$ cat config.mk
export PLATFORM = sky130hd
export DESIGN_NAME = gyro_heading_duty_corrector
export DESIGN_NICKNAME = d
export VERILOG_FILES = /design/src/sv/ghdc_pkg.sv /design/src/sv/ghdc_in_stage.sv /design/src/sv/ghdc_core.sv /design/src/sv/ghdc_out_stage.sv /design/src/sv/gyro_heading_duty_corrector.sv
export SDC_FILE = /design/constraint.sdc
export NUM_CORES = 1
export LEC_CHECK = 0
export ABC_AREA = 1
export CORE_MARGIN = 2
export CORE_UTILIZATION = 30
export CTS_CLUSTER_DIAMETER = 30
export DETAILED_ROUTE_END_ITERATION = 10
export DONT_BUFFER_PORTS = 1
export SETUP_SLACK_MARGIN = 0.1
export SLEW_MARGIN = 20
export SYNTH_ARGS = -nofsm -noshare
export SYNTH_HDL_FRONTEND = slang
export SYNTH_SLANG_ARGS = --single-unit
$ cat constraint.sdc
create_clock -name clk -period 4 [get_ports clk]
set_input_delay 0.6 -clock clk [delete_from_list [all_inputs] [get_ports clk]]
set_output_delay 0.6 -clock clk [all_outputs]
set_load 0.03 [all_outputs]
$ cat src/sv/ghdc_pkg.sv
// ----------------------------------------------------------------------------
// Gyro heading duty corrector package
// Shared widths, command and mode codes, stage control type and the
// correction step ladder.
// ----------------------------------------------------------------------------
package ghdc_pkg;

    // Parameter defaults
    localparam int DUTY_BITS_DEF  = 13;
    localparam int COUNT_BITS_DEF = 10;
    localparam int TICK_MS_DEF    = 40;

    // Fixed field widths
    localparam int GYRO_W = 16;
    localparam int TIME_W = 32;
    localparam int THR_W  = 15;
    localparam int FUNC_W = 3;
    localparam int STEP_W = 8;
    localparam int DIFF_W = 16;

    localparam logic [THR_W-1:0] THR_RESET = THR_W'(100);

    // Correction ladder: count difference above a limit selects a step
    localparam logic [DIFF_W-1:0] DIFF_LIM_A = DIFF_W'(25);
    localparam logic [DIFF_W-1:0] DIFF_LIM_B = DIFF_W'(20);
    localparam logic [DIFF_W-1:0] DIFF_LIM_C = DIFF_W'(15);
    localparam logic [DIFF_W-1:0] DIFF_LIM_D = DIFF_W'(10);
    localparam logic [STEP_W-1:0] STEP_A     = STEP_W'(200);
    localparam logic [STEP_W-1:0] STEP_B     = STEP_W'(100);
    localparam logic [STEP_W-1:0] STEP_C     = STEP_W'(50);
    localparam logic [STEP_W-1:0] STEP_D     = STEP_W'(20);
    localparam logic [STEP_W-1:0] STEP_E     = STEP_W'(5);

    typedef enum logic [FUNC_W-1:0] {
        FUNC_SAMPLE   = 3'd0,
        FUNC_TICK     = 3'd1,
        FUNC_STRAIGHT = 3'd2,
        FUNC_CW       = 3'd3,
        FUNC_ACW      = 3'd4,
        FUNC_STOP     = 3'd5
    } func_t;

    typedef enum logic [1:0] {
        MODE_IDLE     = 2'd0,
        MODE_STRAIGHT = 2'd1,
        MODE_CW       = 2'd2,
        MODE_ACW      = 2'd3
    } mode_t;

    // Input stage status towards the core and the result stage
    typedef struct packed {
        logic fire;
    } stage_ctrl_t;

    // Pick the correction step from the turn count difference
    function automatic logic [STEP_W-1:0] step_sel(input logic [DIFF_W-1:0] diff);
        logic [STEP_W-1:0] step;
        if (diff > DIFF_LIM_A)
            step = STEP_A;
        else if (diff > DIFF_LIM_B)
            step = STEP_B;
        else if (diff > DIFF_LIM_C)
            step = STEP_C;
        else if (diff > DIFF_LIM_D)
            step = STEP_D;
        else
            step = STEP_E;
        return step;
    endfunction

endpackage

$ cat src/sv/ghdc_in_stage.sv
// ----------------------------------------------------------------------------
// Gyro heading duty corrector input stage
// Registers one request from the slave side and unpacks its fields.
// ----------------------------------------------------------------------------
module ghdc_in_stage #(
    parameter int DUTY_BITS = ghdc_pkg::DUTY_BITS_DEF,
    parameter int S_DATA_W  = ((ghdc_pkg::GYRO_W + DUTY_BITS + ghdc_pkg::TIME_W + 7) / 8) * 8
) (
    input  logic                             clk,
    input  logic                             rst_n,
    input  logic                             s_axis_tvalid,
    output logic                             s_axis_tready,
    input  logic [S_DATA_W-1:0]              s_axis_tdata,
    input  logic [ghdc_pkg::FUNC_W-1:0]      s_axis_tuser,
    input  logic                             take,
    output ghdc_pkg::stage_ctrl_t            ctrl,
    output logic [ghdc_pkg::FUNC_W-1:0]      func,
    output logic signed [ghdc_pkg::GYRO_W-1:0] gyro_z,
    output logic [DUTY_BITS-1:0]             base_duty,
    output logic [ghdc_pkg::TIME_W-1:0]      run_time_ms
);

    localparam int DUTY_LO = ghdc_pkg::GYRO_W;
    localparam int TIME_LO = ghdc_pkg::GYRO_W + DUTY_BITS;

    logic                          valid_reg;
    logic [S_DATA_W-1:0]           data_reg;
    logic [ghdc_pkg::FUNC_W-1:0]   user_reg;
    logic                          accept;

    // Take a new request when empty or when the held one moves on
    assign s_axis_tready = !valid_reg || take;
    assign accept        = s_axis_tvalid && s_axis_tready;
    assign ctrl.fire     = valid_reg && take;

    // Hold the valid flag
    always_ff @(posedge clk or negedge rst_n)
    begin
        if (!rst_n)
            valid_reg <= 1'b0;
        else if (accept)
            valid_reg <= 1'b1;
        else if (take)
            valid_reg <= 1'b0;
    end

    // Capture the payload
    always_ff @(posedge clk)
    begin
        if (accept)
        begin
            data_reg <= s_axis_tdata;
            user_reg <= s_axis_tuser;
        end
    end

    // Unpack fields, lowest first
    assign func        = user_reg;
    assign gyro_z      = data_reg[ghdc_pkg::GYRO_W-1:0];
    assign base_duty   = data_reg[DUTY_LO +: DUTY_BITS];
    assign run_time_ms = data_reg[TIME_LO +: ghdc_pkg::TIME_W];

endmodule

$ cat src/sv/ghdc_core.sv
// ----------------------------------------------------------------------------
// Gyro heading duty corrector core
// Holds the motion state and threshold register, and works out the next
// state and the reported duties for the request in the input stage.
// ----------------------------------------------------------------------------
module ghdc_core #(
    parameter int DUTY_BITS  = ghdc_pkg::DUTY_BITS_DEF,
    parameter int COUNT_BITS = ghdc_pkg::COUNT_BITS_DEF,
    parameter int TICK_MS    = ghdc_pkg::TICK_MS_DEF
) (
    input  logic                               clk,
    input  logic                               rst_n,
    input  logic                               cfg_valid,
    input  logic [ghdc_pkg::THR_W-1:0]         cfg_data,
    input  ghdc_pkg::stage_ctrl_t              ctrl,
    input  logic [ghdc_pkg::FUNC_W-1:0]        func,
    input  logic signed [ghdc_pkg::GYRO_W-1:0] gyro_z,
    input  logic [DUTY_BITS-1:0]               base_duty,
    input  logic [ghdc_pkg::TIME_W-1:0]        run_time_ms,
    output logic [DUTY_BITS-1:0]               left_duty_out,
    output logic [DUTY_BITS-1:0]               right_duty_out,
    output logic                               moving
);

    localparam int CMP_W = ghdc_pkg::GYRO_W + 1;

    logic [ghdc_pkg::THR_W-1:0]  thr_reg;
    logic [DUTY_BITS-1:0]        left_duty_reg,  left_duty_next;
    logic [DUTY_BITS-1:0]        right_duty_reg, right_duty_next;
    logic [ghdc_pkg::TIME_W-1:0] time_left_reg,  time_left_next;
    ghdc_pkg::mode_t             mode_reg,       mode_next;
    logic [COUNT_BITS-1:0]       left_cnt_reg,   left_cnt_next;
    logic [COUNT_BITS-1:0]       right_cnt_reg,  right_cnt_next;

    logic signed [CMP_W-1:0]     gz_ext;
    logic signed [CMP_W-1:0]     thr_pos;
    logic signed [CMP_W-1:0]     thr_neg;
    logic [COUNT_BITS-1:0]       cnt_diff;
    logic [ghdc_pkg::STEP_W-1:0] step;
    logic                        time_runs_on;
    ghdc_pkg::func_t             cmd;

    // Saturating duty step up
    function automatic logic [DUTY_BITS-1:0] duty_up(input logic [DUTY_BITS-1:0] d,
                                                     input logic [ghdc_pkg::STEP_W-1:0] s);
        logic [DUTY_BITS:0] sum;
        sum = {1'b0, d} + (DUTY_BITS+1)'(s);
        return sum[DUTY_BITS] ? {DUTY_BITS{1'b1}} : sum[DUTY_BITS-1:0];
    endfunction

    // Duty step down, floored at zero
    function automatic logic [DUTY_BITS-1:0] duty_down(input logic [DUTY_BITS-1:0] d,
                                                       input logic [ghdc_pkg::STEP_W-1:0] s);
        logic [DUTY_BITS-1:0] sd;
        sd = DUTY_BITS'(s);
        return (d > sd) ? d - sd : '0;
    endfunction

    // Gyro against the threshold window
    assign gz_ext  = {gyro_z[ghdc_pkg::GYRO_W-1], gyro_z};
    assign thr_pos = signed'({2'b00, thr_reg});
    assign thr_neg = -thr_pos;

    // Turn count difference and step
    assign cnt_diff = (left_cnt_reg >= right_cnt_reg) ? left_cnt_reg - right_cnt_reg
                                                      : right_cnt_reg - left_cnt_reg;
    assign step     = ghdc_pkg::step_sel(ghdc_pkg::DIFF_W'(cnt_diff));

    // Open-ended run or time still above one tick
    assign time_runs_on = (time_left_reg == '0) ||
                          (time_left_reg > ghdc_pkg::TIME_W'(TICK_MS));

    assign cmd = ghdc_pkg::func_t'(func);

    // Next state for the held request
    always_comb
    begin
        mode_next       = mode_reg;
        left_duty_next  = left_duty_reg;
        right_duty_next = right_duty_reg;
        time_left_next  = time_left_reg;
        left_cnt_next   = left_cnt_reg;
        right_cnt_next  = right_cnt_reg;
        unique case (cmd) inside
            ghdc_pkg::FUNC_SAMPLE:
            begin
                if (mode_reg == ghdc_pkg::MODE_STRAIGHT)
                begin
                    if (gz_ext > thr_pos)
                    begin
                        if (right_cnt_reg != {COUNT_BITS{1'b1}})
                            right_cnt_next = right_cnt_reg + 1'b1;
                    end
                    else if (gz_ext < thr_neg)
                    begin
                        if (left_cnt_reg != {COUNT_BITS{1'b1}})
                            left_cnt_next = left_cnt_reg + 1'b1;
                    end
                end
            end
            ghdc_pkg::FUNC_TICK:
            begin
                if (mode_reg != ghdc_pkg::MODE_IDLE)
                begin
                    if (time_runs_on)
                    begin
                        if (time_left_reg != '0)
                            time_left_next = time_left_reg - ghdc_pkg::TIME_W'(TICK_MS);
                        if (mode_reg == ghdc_pkg::MODE_STRAIGHT)
                        begin
                            // Shift duties toward the slower side
                            if (left_cnt_reg > right_cnt_reg)
                            begin
                                left_duty_next  = duty_up(left_duty_reg, step);
                                right_duty_next = duty_down(right_duty_reg, step);
                            end
                            else if (left_cnt_reg < right_cnt_reg)
                            begin
                                left_duty_next  = duty_down(left_duty_reg, step);
                                right_duty_next = duty_up(right_duty_reg, step);
                            end
                            left_cnt_next  = '0;
                            right_cnt_next = '0;
                        end
                    end
                    else
                    begin
                        mode_next       = ghdc_pkg::MODE_IDLE;
                        left_duty_next  = '0;
                        right_duty_next = '0;
                        time_left_next  = '0;
                        left_cnt_next   = '0;
                        right_cnt_next  = '0;
                    end
                end
            end
            ghdc_pkg::FUNC_STRAIGHT, ghdc_pkg::FUNC_CW, ghdc_pkg::FUNC_ACW:
            begin
                if (cmd == ghdc_pkg::FUNC_STRAIGHT)
                    mode_next = ghdc_pkg::MODE_STRAIGHT;
                else if (cmd == ghdc_pkg::FUNC_CW)
                    mode_next = ghdc_pkg::MODE_CW;
                else
                    mode_next = ghdc_pkg::MODE_ACW;
                left_duty_next  = base_duty;
                right_duty_next = base_duty;
                time_left_next  = run_time_ms;
                left_cnt_next   = '0;
                right_cnt_next  = '0;
            end
            ghdc_pkg::FUNC_STOP:
            begin
                mode_next       = ghdc_pkg::MODE_IDLE;
                left_duty_next  = '0;
                right_duty_next = '0;
                time_left_next  = '0;
                left_cnt_next   = '0;
                right_cnt_next  = '0;
            end
            default:
            begin
                mode_next = mode_reg;
            end
        endcase
    end

    // Report duties from the state after the request
    always_comb
    begin
        left_duty_out  = '0;
        right_duty_out = '0;
        if (mode_next == ghdc_pkg::MODE_STRAIGHT || mode_next == ghdc_pkg::MODE_CW)
            left_duty_out = left_duty_next;
        if (mode_next == ghdc_pkg::MODE_STRAIGHT || mode_next == ghdc_pkg::MODE_ACW)
            right_duty_out = right_duty_next;
        moving = (mode_next != ghdc_pkg::MODE_IDLE);
    end

    // Threshold register
    always_ff @(posedge clk or negedge rst_n)
    begin
        if (!rst_n)
            thr_reg <= ghdc_pkg::THR_RESET;
        else if (cfg_valid)
            thr_reg <= cfg_data;
    end

    // Advance the motion state when the request moves on
    always_ff @(posedge clk or negedge rst_n)
    begin
        if (!rst_n)
        begin
            mode_reg       <= ghdc_pkg::MODE_IDLE;
            left_duty_reg  <= '0;
            right_duty_reg <= '0;
            time_left_reg  <= '0;
            left_cnt_reg   <= '0;
            right_cnt_reg  <= '0;
        end
        else if (ctrl.fire)
        begin
            mode_reg       <= mode_next;
            left_duty_reg  <= left_duty_next;
            right_duty_reg <= right_duty_next;
            time_left_reg  <= time_left_next;
            left_cnt_reg   <= left_cnt_next;
            right_cnt_reg  <= right_cnt_next;
        end
    end

endmodule

$ cat src/sv/ghdc_out_stage.sv
// ----------------------------------------------------------------------------
// Gyro heading duty corrector result stage
// Holds one packed result until the master side takes it.
// ----------------------------------------------------------------------------
module ghdc_out_stage #(
    parameter int DUTY_BITS = ghdc_pkg::DUTY_BITS_DEF,
    parameter int M_DATA_W  = ((2 * DUTY_BITS + 1 + 7) / 8) * 8
) (
    input  logic                  clk,
    input  logic                  rst_n,
    input  ghdc_pkg::stage_ctrl_t ctrl,
    input  logic [DUTY_BITS-1:0]  left_duty_out,
    input  logic [DUTY_BITS-1:0]  right_duty_out,
    input  logic                  moving,
    output logic                  take,
    output logic                  m_axis_tvalid,
    input  logic                  m_axis_tready,
    output logic [M_DATA_W-1:0]   m_axis_tdata
);

    logic                valid_reg;
    logic [M_DATA_W-1:0] data_reg;

    // Room for a new result when empty or being taken
    assign take = !valid_reg || m_axis_tready;

    // Hold the valid flag
    always_ff @(posedge clk or negedge rst_n)
    begin
        if (!rst_n)
            valid_reg <= 1'b0;
        else if (ctrl.fire)
            valid_reg <= 1'b1;
        else if (m_axis_tready)
            valid_reg <= 1'b0;
    end

    // Pack the result, left duty lowest
    always_ff @(posedge clk)
    begin
        if (ctrl.fire)
            data_reg <= M_DATA_W'({moving, right_duty_out, left_duty_out});
    end

    assign m_axis_tvalid = valid_reg;
    assign m_axis_tdata  = data_reg;

endmodule

$ cat src/sv/gyro_heading_duty_corrector.sv
// ----------------------------------------------------------------------------
// Gyro heading duty corrector
// Two-motor duty drive with gyro-based heading correction on straight-run ticks.
// ----------------------------------------------------------------------------
// Path: the input stage registers a request, the result stage its result.
// Throughput: one request per cycle unless stalled; the input register and the
// result register each hold one request, so the input stalls only when both
// are full.
// Reset: rst_n clears the motion state to idle with zero duties and counts,
// sets the turn threshold to 100 and empties both stages.
module gyro_heading_duty_corrector #(
    parameter int DUTY_BITS  = ghdc_pkg::DUTY_BITS_DEF,
    parameter int COUNT_BITS = ghdc_pkg::COUNT_BITS_DEF,
    parameter int TICK_MS    = ghdc_pkg::TICK_MS_DEF,
    parameter int S_DATA_W   = ((ghdc_pkg::GYRO_W + DUTY_BITS + ghdc_pkg::TIME_W + 7) / 8) * 8,
    parameter int M_DATA_W   = ((2 * DUTY_BITS + 1 + 7) / 8) * 8
) (
    input  logic                        clk,
    input  logic                        rst_n,
    input  logic                        cfg_valid,
    output logic                        cfg_ready,
    input  logic [ghdc_pkg::THR_W-1:0]  cfg_data,       // turn_threshold
    input  logic                        s_axis_tvalid,
    output logic                        s_axis_tready,
    input  logic [S_DATA_W-1:0]         s_axis_tdata,   // gyro_z, base_duty, run_time_ms
    input  logic [ghdc_pkg::FUNC_W-1:0] s_axis_tuser,   // func
    output logic                        m_axis_tvalid,
    input  logic                        m_axis_tready,
    output logic [M_DATA_W-1:0]         m_axis_tdata    // left_duty_out, right_duty_out, moving
);

    ghdc_pkg::stage_ctrl_t              ctrl;
    logic                               take;
    logic [ghdc_pkg::FUNC_W-1:0]        func;
    logic signed [ghdc_pkg::GYRO_W-1:0] gyro_z;
    logic [DUTY_BITS-1:0]               base_duty;
    logic [ghdc_pkg::TIME_W-1:0]        run_time_ms;
    logic [DUTY_BITS-1:0]               left_duty_out;
    logic [DUTY_BITS-1:0]               right_duty_out;
    logic                               moving;

    // Threshold writes are always taken
    assign cfg_ready = 1'b1;

    ghdc_in_stage #(
        .DUTY_BITS (DUTY_BITS),
        .S_DATA_W  (S_DATA_W)
    ) u_in_stage (
        .clk           (clk),
        .rst_n         (rst_n),
        .s_axis_tvalid (s_axis_tvalid),
        .s_axis_tready (s_axis_tready),
        .s_axis_tdata  (s_axis_tdata),
        .s_axis_tuser  (s_axis_tuser),
        .take          (take),
        .ctrl          (ctrl),
        .func          (func),
        .gyro_z        (gyro_z),
        .base_duty     (base_duty),
        .run_time_ms   (run_time_ms)
    );

    ghdc_core #(
        .DUTY_BITS  (DUTY_BITS),
        .COUNT_BITS (COUNT_BITS),
        .TICK_MS    (TICK_MS)
    ) u_core (
        .clk            (clk),
        .rst_n          (rst_n),
        .cfg_valid      (cfg_valid && cfg_ready),
        .cfg_data       (cfg_data),
        .ctrl           (ctrl),
        .func           (func),
        .gyro_z         (gyro_z),
        .base_duty      (base_duty),
        .run_time_ms    (run_time_ms),
        .left_duty_out  (left_duty_out),
        .right_duty_out (right_duty_out),
        .moving         (moving)
    );

    ghdc_out_stage #(
        .DUTY_BITS (DUTY_BITS),
        .M_DATA_W  (M_DATA_W)
    ) u_out_stage (
        .clk            (clk),
        .rst_n          (rst_n),
        .ctrl           (ctrl),
        .left_duty_out  (left_duty_out),
        .right_duty_out (right_duty_out),
        .moving         (moving),
        .take           (take),
        .m_axis_tvalid  (m_axis_tvalid),
        .m_axis_tready  (m_axis_tready),
        .m_axis_tdata   (m_axis_tdata)
    );

endmodule

==> reports/metrics.yaml, run 1 <==
logic_synthesis:
  synth_compound_area_share_pct: 10.3
  synth_adder_area_share_pct: 8.75
  synth_top_area_share_pct: 19.4
  yosysSeqAreaShare_pct: 36.6
  syn_area_um2: 14100
  synthTopCellsByArea: "edfxtp_1 (19%), dfrtp_1 (17%), nand2_1 (17%)"
  ys_ff_latch: 188
  synth_edf_count: 91
  synthXorXnorAreaFrac_pct: 3.73
  synth_area_leader_cell: "edfxtp_1"
  async_flop_share_pct: 51.6
  synth_top_family_by_area: "simple AND/OR/NAND/NOR gates"
  synth_mux_area_share_pct: 0
  synthSimpleGateAreaFrac_pct: 32.2
  synthCells: 1973
  syn-mean-instance-area_um2: 7.15
  synthDistinctLibCells: 53
  ys.flop_type: "dfrtp_1"
  ys_warn_count: 0
sta:
  slew_headroom_pct: 31.4
  finalHoldViolations: 1
  finalCriticalPeriod_ns: 4.33
  hold_ws_ns: -0.00240
  worst_pin_slew_ns: 1.03
  fin_skew_ns: 0.0148
  slew_viol_final: 0
  setup_viol: 51
  fmax_ghz: 0.231
  period_share_pct: 108
  fin_ws_ns: -0.329
  rsz0062_at_grt: "true"
place:
  dp_cells: 2719
  port_buffers: 0
  post-place-ws_ns: -0.571
  placed_area_um2: 16300
  dp_hpwl_um: 33900
  gp_congestion: 0.918
critical_path:
  worstPathArrival_ns: 4.64
  slowest_stage: "dfrtp_1"
  critPathLaunch: "u_core.left_cnt_reg[0]"
  path_common_cell: "nand2_1"
  regToRegStartpoint: "u_core.left_cnt_reg[0]"
  endpoint: "u_out_stage.m_axis_tdata[3]"
  cp.required_ns: 4.31
  critPathMaxStageDelay_ns: 0.42
  path_max_fanout: 6
  timing.rr.end: "u_out_stage.m_axis_tdata[3]"
  critPathCaptureType: "flop"
  r2r_cells: 31
  worstSetupPathType: "flop to flop"
  rrSetupSlack_ns: -0.33
  start_kind: "flop"
die:
  die-area_um2: 48800
  fp.dieW_um: 221
  rows: 79
  start_util_pct: 30.4
  io-pin-count: 122
  core_um2: 46500
  die_y_um: 221
clocking:
  cts_max_path_buffers: 2
  clkSinkCount: 188
  htree_levels: 4
  cts_buffers: 17
  tritoncts: "built"
  cts_root_buf: "clkbuf_16"
  path_clk_slew_ns: 0.08
  worstSkewPairLatency_ns: 0.47
routing:
  drc: 0
  num_vias: 13900
  dr.pass1.iters: 5
  drt-initial-drc-count: 1141
  wl_um: 46300
  wl_per_cell_um: 16.5
  antenna_left: 0
  via_per_inst: 4.95
layout:
  n_fill_cell: 4635
  largest_reg_flops: 61
  area_growth_pct: 34.3
  layout.cells.non_filler: 2808
  layout-drive-gt1-share_pct: 30.7
  stdcell_area_um2: 18900
  final_net_count: 2369
grt:
  gr-total-overflow: 0
  grt_pass1_vias: 13300
  track_usage_pct: 18.6
  antenna_found_initial: 3
  grt_pass1_wl_um: 72600
  grt_max_degree: 98
run_status:
  status: "complete, but fails checks"
  violations: "hold timing, setup timing"
job:
  drv_cap: 0
min_path:
  holdCritPathClass: "input port to async pin"
what timing repair did:
action,CTS,global route
hold endpoints to repair,97,0
setup endpoints to repair,52,62
pin swaps,65,111
setup buffers,27,27
hold buffers,1,0
gates resized for setup,201,223
gates cloned,1,0
synth_stat cells, drive strengths merged, types with 3 or more instances:
| library cell | instances |
|---|---|
| a21oi | 97 |
| edfxtp | 91 |
| nand4 | 26 |
| xor2 | 52 |
| dfstp | 3 |
| dfrtp | 94 |
| clkbuf | 31 |
| inv | 228 |
| a221oi | 4 |
| and2 | 4 |
| a22oi | 11 |
| nand2 | 629 |
| nand3b | 13 |
| nand3 | 154 |
| fa | 6 |
| nor3 | 31 |
| o21bai | 4 |
| ha | 89 |
| o21a | 3 |
| a211oi | 6 |
| o31ai | 9 |
| buf | 34 |
| nor4 | 4 |
| xnor2 | 8 |
| or2 | 14 |
| o21ai | 120 |
| clkinv | 3 |
| nor2 | 194 |
layout by cell type (no fill, tap or decap), types with 18 or more instances in the layout:
| master | count |
|---|---|
| o21ai_0 | 74 |
| ha_4 | 28 |
| o21ai_1 | 29 |
| nand3_2 | 41 |
| inv_2 | 43 |
| nand2_4 | 30 |
| buf_6 | 30 |
| a21oi_1 | 76 |
| nand2_1 | 504 |
| dfrtp_1 | 93 |
| nor3_1 | 26 |
| nor2_2 | 23 |
| ha_1 | 56 |
| buf_4 | 221 |
| nor2_1 | 148 |
| xor2_1 | 46 |
| nand2_2 | 94 |
| nor2_4 | 23 |
| a21oi_2 | 18 |
| nand4_1 | 25 |
| nand3_1 | 102 |
| inv_1 | 175 |
| edfxtp_1 | 91 |
final cells by class:
| class | instances | area [um2] | share of cell area, % |
|---|---|---|---|
| clock inverter | 15 | 171 | 0.905 |
| inverter | 231 | 902 | 4.76 |
| clock buffer | 17 | 425 | 2.25 |
| antenna | 1 | 2.50 | 0.0132 |
| sequential | 188 | 5160 | 27.3 |
| multi-input combinational | 1494 | 9430 | 49.8 |
| timing repair buffer | 255 | 2080 | 11.0 |
| tap | 607 | 759 | 4.01 |
worst max-delay path: cells and delay by family (launching register included):
kind / cells / cell delay (ns)
AND/OR/NAND/NOR: 17 / 1.64
adder cells (fa/ha/maj): 3 / 0.82
buffers and inverters: 7 / 0.79
XOR/XNOR: 1 / 0.14
AO/OA/AOI/OAI: 3 / 0.34
flip-flops: 1 / 0.42
through the flow:
| stage | TNS [ns] | util [%] |
|---|---|---|
| final | -10.29 | 40.8 |
| after detailed placement | -22.19 | 35.2 |
| after global placement | -19.91 | 35.2 |
| after floorplan | 0 | - |
| after CTS | -9.03 | 38.6 |
| after global routing | -22.40 | 40.8 |
routing by layer:
layer / wire, um / global-route usage, % / vias to the layer above
li1: - / - / 6830
met1: 21000 / 25.3 / 6598
met2: 21400 / 29.5 / 368
met3: 2250 / 2.54 / 89
met4: 1700 / 8.03 / 4
met5: 33 / 0 / -
how the worst min path moves through the flow:
| stage | to | cells past startpoint |
|---|---|---|
| 4_1_cts | u_core.thr_reg[7] | 1 |
| 3_5_place_dp | u_core.thr_reg[7] | 0 |
| 6_report | u_core.thr_reg[7] | 1 |
| 5_1_grt | u_core.thr_reg[7] | 1 |
| 3_3_place_gp | u_core.thr_reg[7] | 0 |
| 2_1_floorplan | u_core.left_cnt_reg[0] | 0 |
cells by family after synthesis:
family,Yosys count
and+or+nand+nor,1070
buffers and inverters,296
AOI/OAI and AO/OA,262
DFF,188
adders and majority gates,95
xor gates and xnor gates,60
other,2
Power of run 1 is left out: the tool's default activity adds up to more than one toggle a clock period on the data nets, which glitch-free logic cannot reach.
==> inputs of run 2 (changes only) <==
==> constraint.sdc (replaced) <==
create_clock -name clk -period 4.98 [get_ports clk]
set_input_delay 0.747 -clock clk [delete_from_list [all_inputs] [get_ports clk]]
set_output_delay 0.747 -clock clk [all_outputs]
set_load 0.03 [all_outputs]
==> run 2 against run 1 <==
Compared with the run above:
- maximum frequency fell by 5.9%
- first-iteration DRC count fell by 14%
- die area did not move
- register-to-register slack improved by 0.71 ns
- the run now ends clean
- global-route usage fell by 1.6 points
- utilization fell by 6.5 points
==> reports/metrics.yaml, run 2 (synthesis gave the netlist of run 1 again) <==
run_status:
  status: "finished, final reports clean"
sta:
  fmax_ghz: 0.217  # -5.9%
  rsz0062_at_grt: "true"
  setup_viol: 0  # -100%
  fin_ws_ns: 0.379  # +0.707 ns
  tns_ns: 0  # +10.29 ns
  period_share_pct: 92.4  # -16 points
  slew_viol_final: 0  # unchanged
  finalCriticalPeriod_ns: 4.60  # +0.273 ns
  fin_skew_ns: 0.0299  # +0.0151 ns
  finalHoldViolations: 0  # -1
  worst_pin_slew_ns: 1.06  # +0.0317 ns
  slew_headroom_pct: 29.3  # -2.1 points
layout:
  largest_reg_flops: 61  # unchanged
  final_common_cell: "nand2_1"
  layout-drive-gt1-share_pct: 9.85  # -21 points
  stdcell_area_um2: 15900  # -16%
  final_cell_mix: "nand2_1 (614), inv_1 (211), nor2_1 (181)"
  n_fill_cell: 4944  # +6.7%
  area_growth_pct: 12.8
  final_net_count: 2179  # -8.0%
die:
  start_util_pct: 30.4  # unchanged
  rows: 79  # unchanged
  core_um2: 46500  # unchanged
  io-pin-count: 122  # unchanged
  die-area_um2: 48800  # unchanged
  fp.dieW_um: 221  # unchanged
  die_y_um: 221  # unchanged
routing:
  dr.pass1.iters: 6  # +1
  wl_um: 41600  # -10%
  num_vias: 12900  # -6.8%
  wl_per_cell_um: 15.9  # -3.8%
  drc: 0  # unchanged
  drt-initial-drc-count: 979  # -14%
  antenna_left: 0  # unchanged
  via_per_inst: 4.94  # about the same
clocking:
  worstSkewPairLatency_ns: 0.49  # +0.02 ns
  clkSinkCount: 188  # unchanged
  htree_levels: 4  # unchanged
  tritoncts: "built"
  cts_buffers: 17  # unchanged
  cts_root_buf: "clkbuf_16"
  post-cts-setup-buffers: 0  # -100%
  path_clk_slew_ns: 0.08  # about the same
  cts_max_path_buffers: 2  # unchanged
place:
  placed_area_um2: 15100  # -7.9%
  post-place-ws_ns: 0.193  # +0.764 ns
  port_buffers: 0  # unchanged
  dp_hpwl_um: 30900  # -9.0%
  gp_congestion: 0.926  # +0.84%
critical_path:
  path_max_fanout: 7  # +1
  slowest_stage: "dfrtp_1"
  worstPathArrival_ns: 4.82  # +0.18 ns
  start_kind: "flop"
  worstSetupPathType: "flop to flop"
  critPathMaxStageDelay_ns: 0.42  # about the same
  r2r_cells: 30  # -3.2%
  path_common_cell: "nand2_1"
  critPathCaptureType: "flop"
  cp.required_ns: 5.20  # +0.89 ns
grt:
  antenna_found_initial: 1  # -2
  grt_max_degree: 95  # -3.1%
  grt_pass1_vias: 12600  # -5.7%
  track_usage_pct: 16.9  # -1.6 points
  grt_pass1_wl_um: 66600  # -8.3%
  gr-total-overflow: 0  # unchanged
min_path:
  holdCritPathClass: "input port to async pin"
job:
  drv_cap: 0  # unchanged
-- run 2: through the flow --
stage | hold slack [ns] | utilization (%) | cells
6_report | 0.117 | 34.2 | 2618
5_1_grt | 0.101 | 34.2 | 2617
4_1_cts | 0.0891 | 33.7 | 2616
3_5_place_dp | 0.454 | 32.4 | 2583
3_3_place_gp | 0.455 | 32.4 | 2583
2_1_floorplan | 0.451 | - | 1977
-- run 2: routing by layer --
| layer | global-route usage (%) | share of wire (%) | wire, um |
|---|---|---|---|
| met5 | 0 | 0 | 0 |
| met4 | 8.62 | 4.4 | 1810 |
| met3 | 2.76 | 4.8 | 2000 |
| met2 | 27.9 | 46 | 19200 |
| met1 | 21.4 | 45 | 18500 |
-- run 2: what timing repair did --
item                       in CTS  in global routing
hold buffers                    1                  0
hold endpoints to repair       94                  0
setup endpoints to repair       0                 51
resized for setup               0                 50
-- run 2: worst max-delay path, delay by kind of cell (launching register included) --
kind	cells	cell delay, ns
buf+inv	6	0.61
compound gates	3	0.52
fa+ha+maj	2	0.72
simple gates	19	2.10
flops	1	0.42
-- run 2: cell type report --
type	count	area [um2]	area share [%]
antenna	1	2.50	0.0157
clock buffer	17	425	2.67
clock inverter	15	169	1.06
inverter	231	870	5.47
multi-input combinational	1494	8000	50.3
sequential	188	5170	32.5
tap	607	759	4.77
timing repair buffer	65	520	3.27
-- run 2: final timing paths --
kind,slack (ns),startpoint,end
min in group clk,0.36,cfg_valid,u_core.thr_reg[2]
max in group asynchronous,4.30,rst_n,u_core.right_duty_reg[4]
hold reg to reg,0.49,u_core.time_left_reg[0],u_core.time_left_reg[0]
setup / recovery,0.38,u_core.right_cnt_reg[7],u_out_stage.m_axis_tdata[20]
hold / removal,0.12,rst_n,u_core.thr_reg[2]
setup reg to reg,0.38,u_core.right_cnt_reg[7],u_out_stage.m_axis_tdata[20]
Power of run 2 is left out for the same reason.
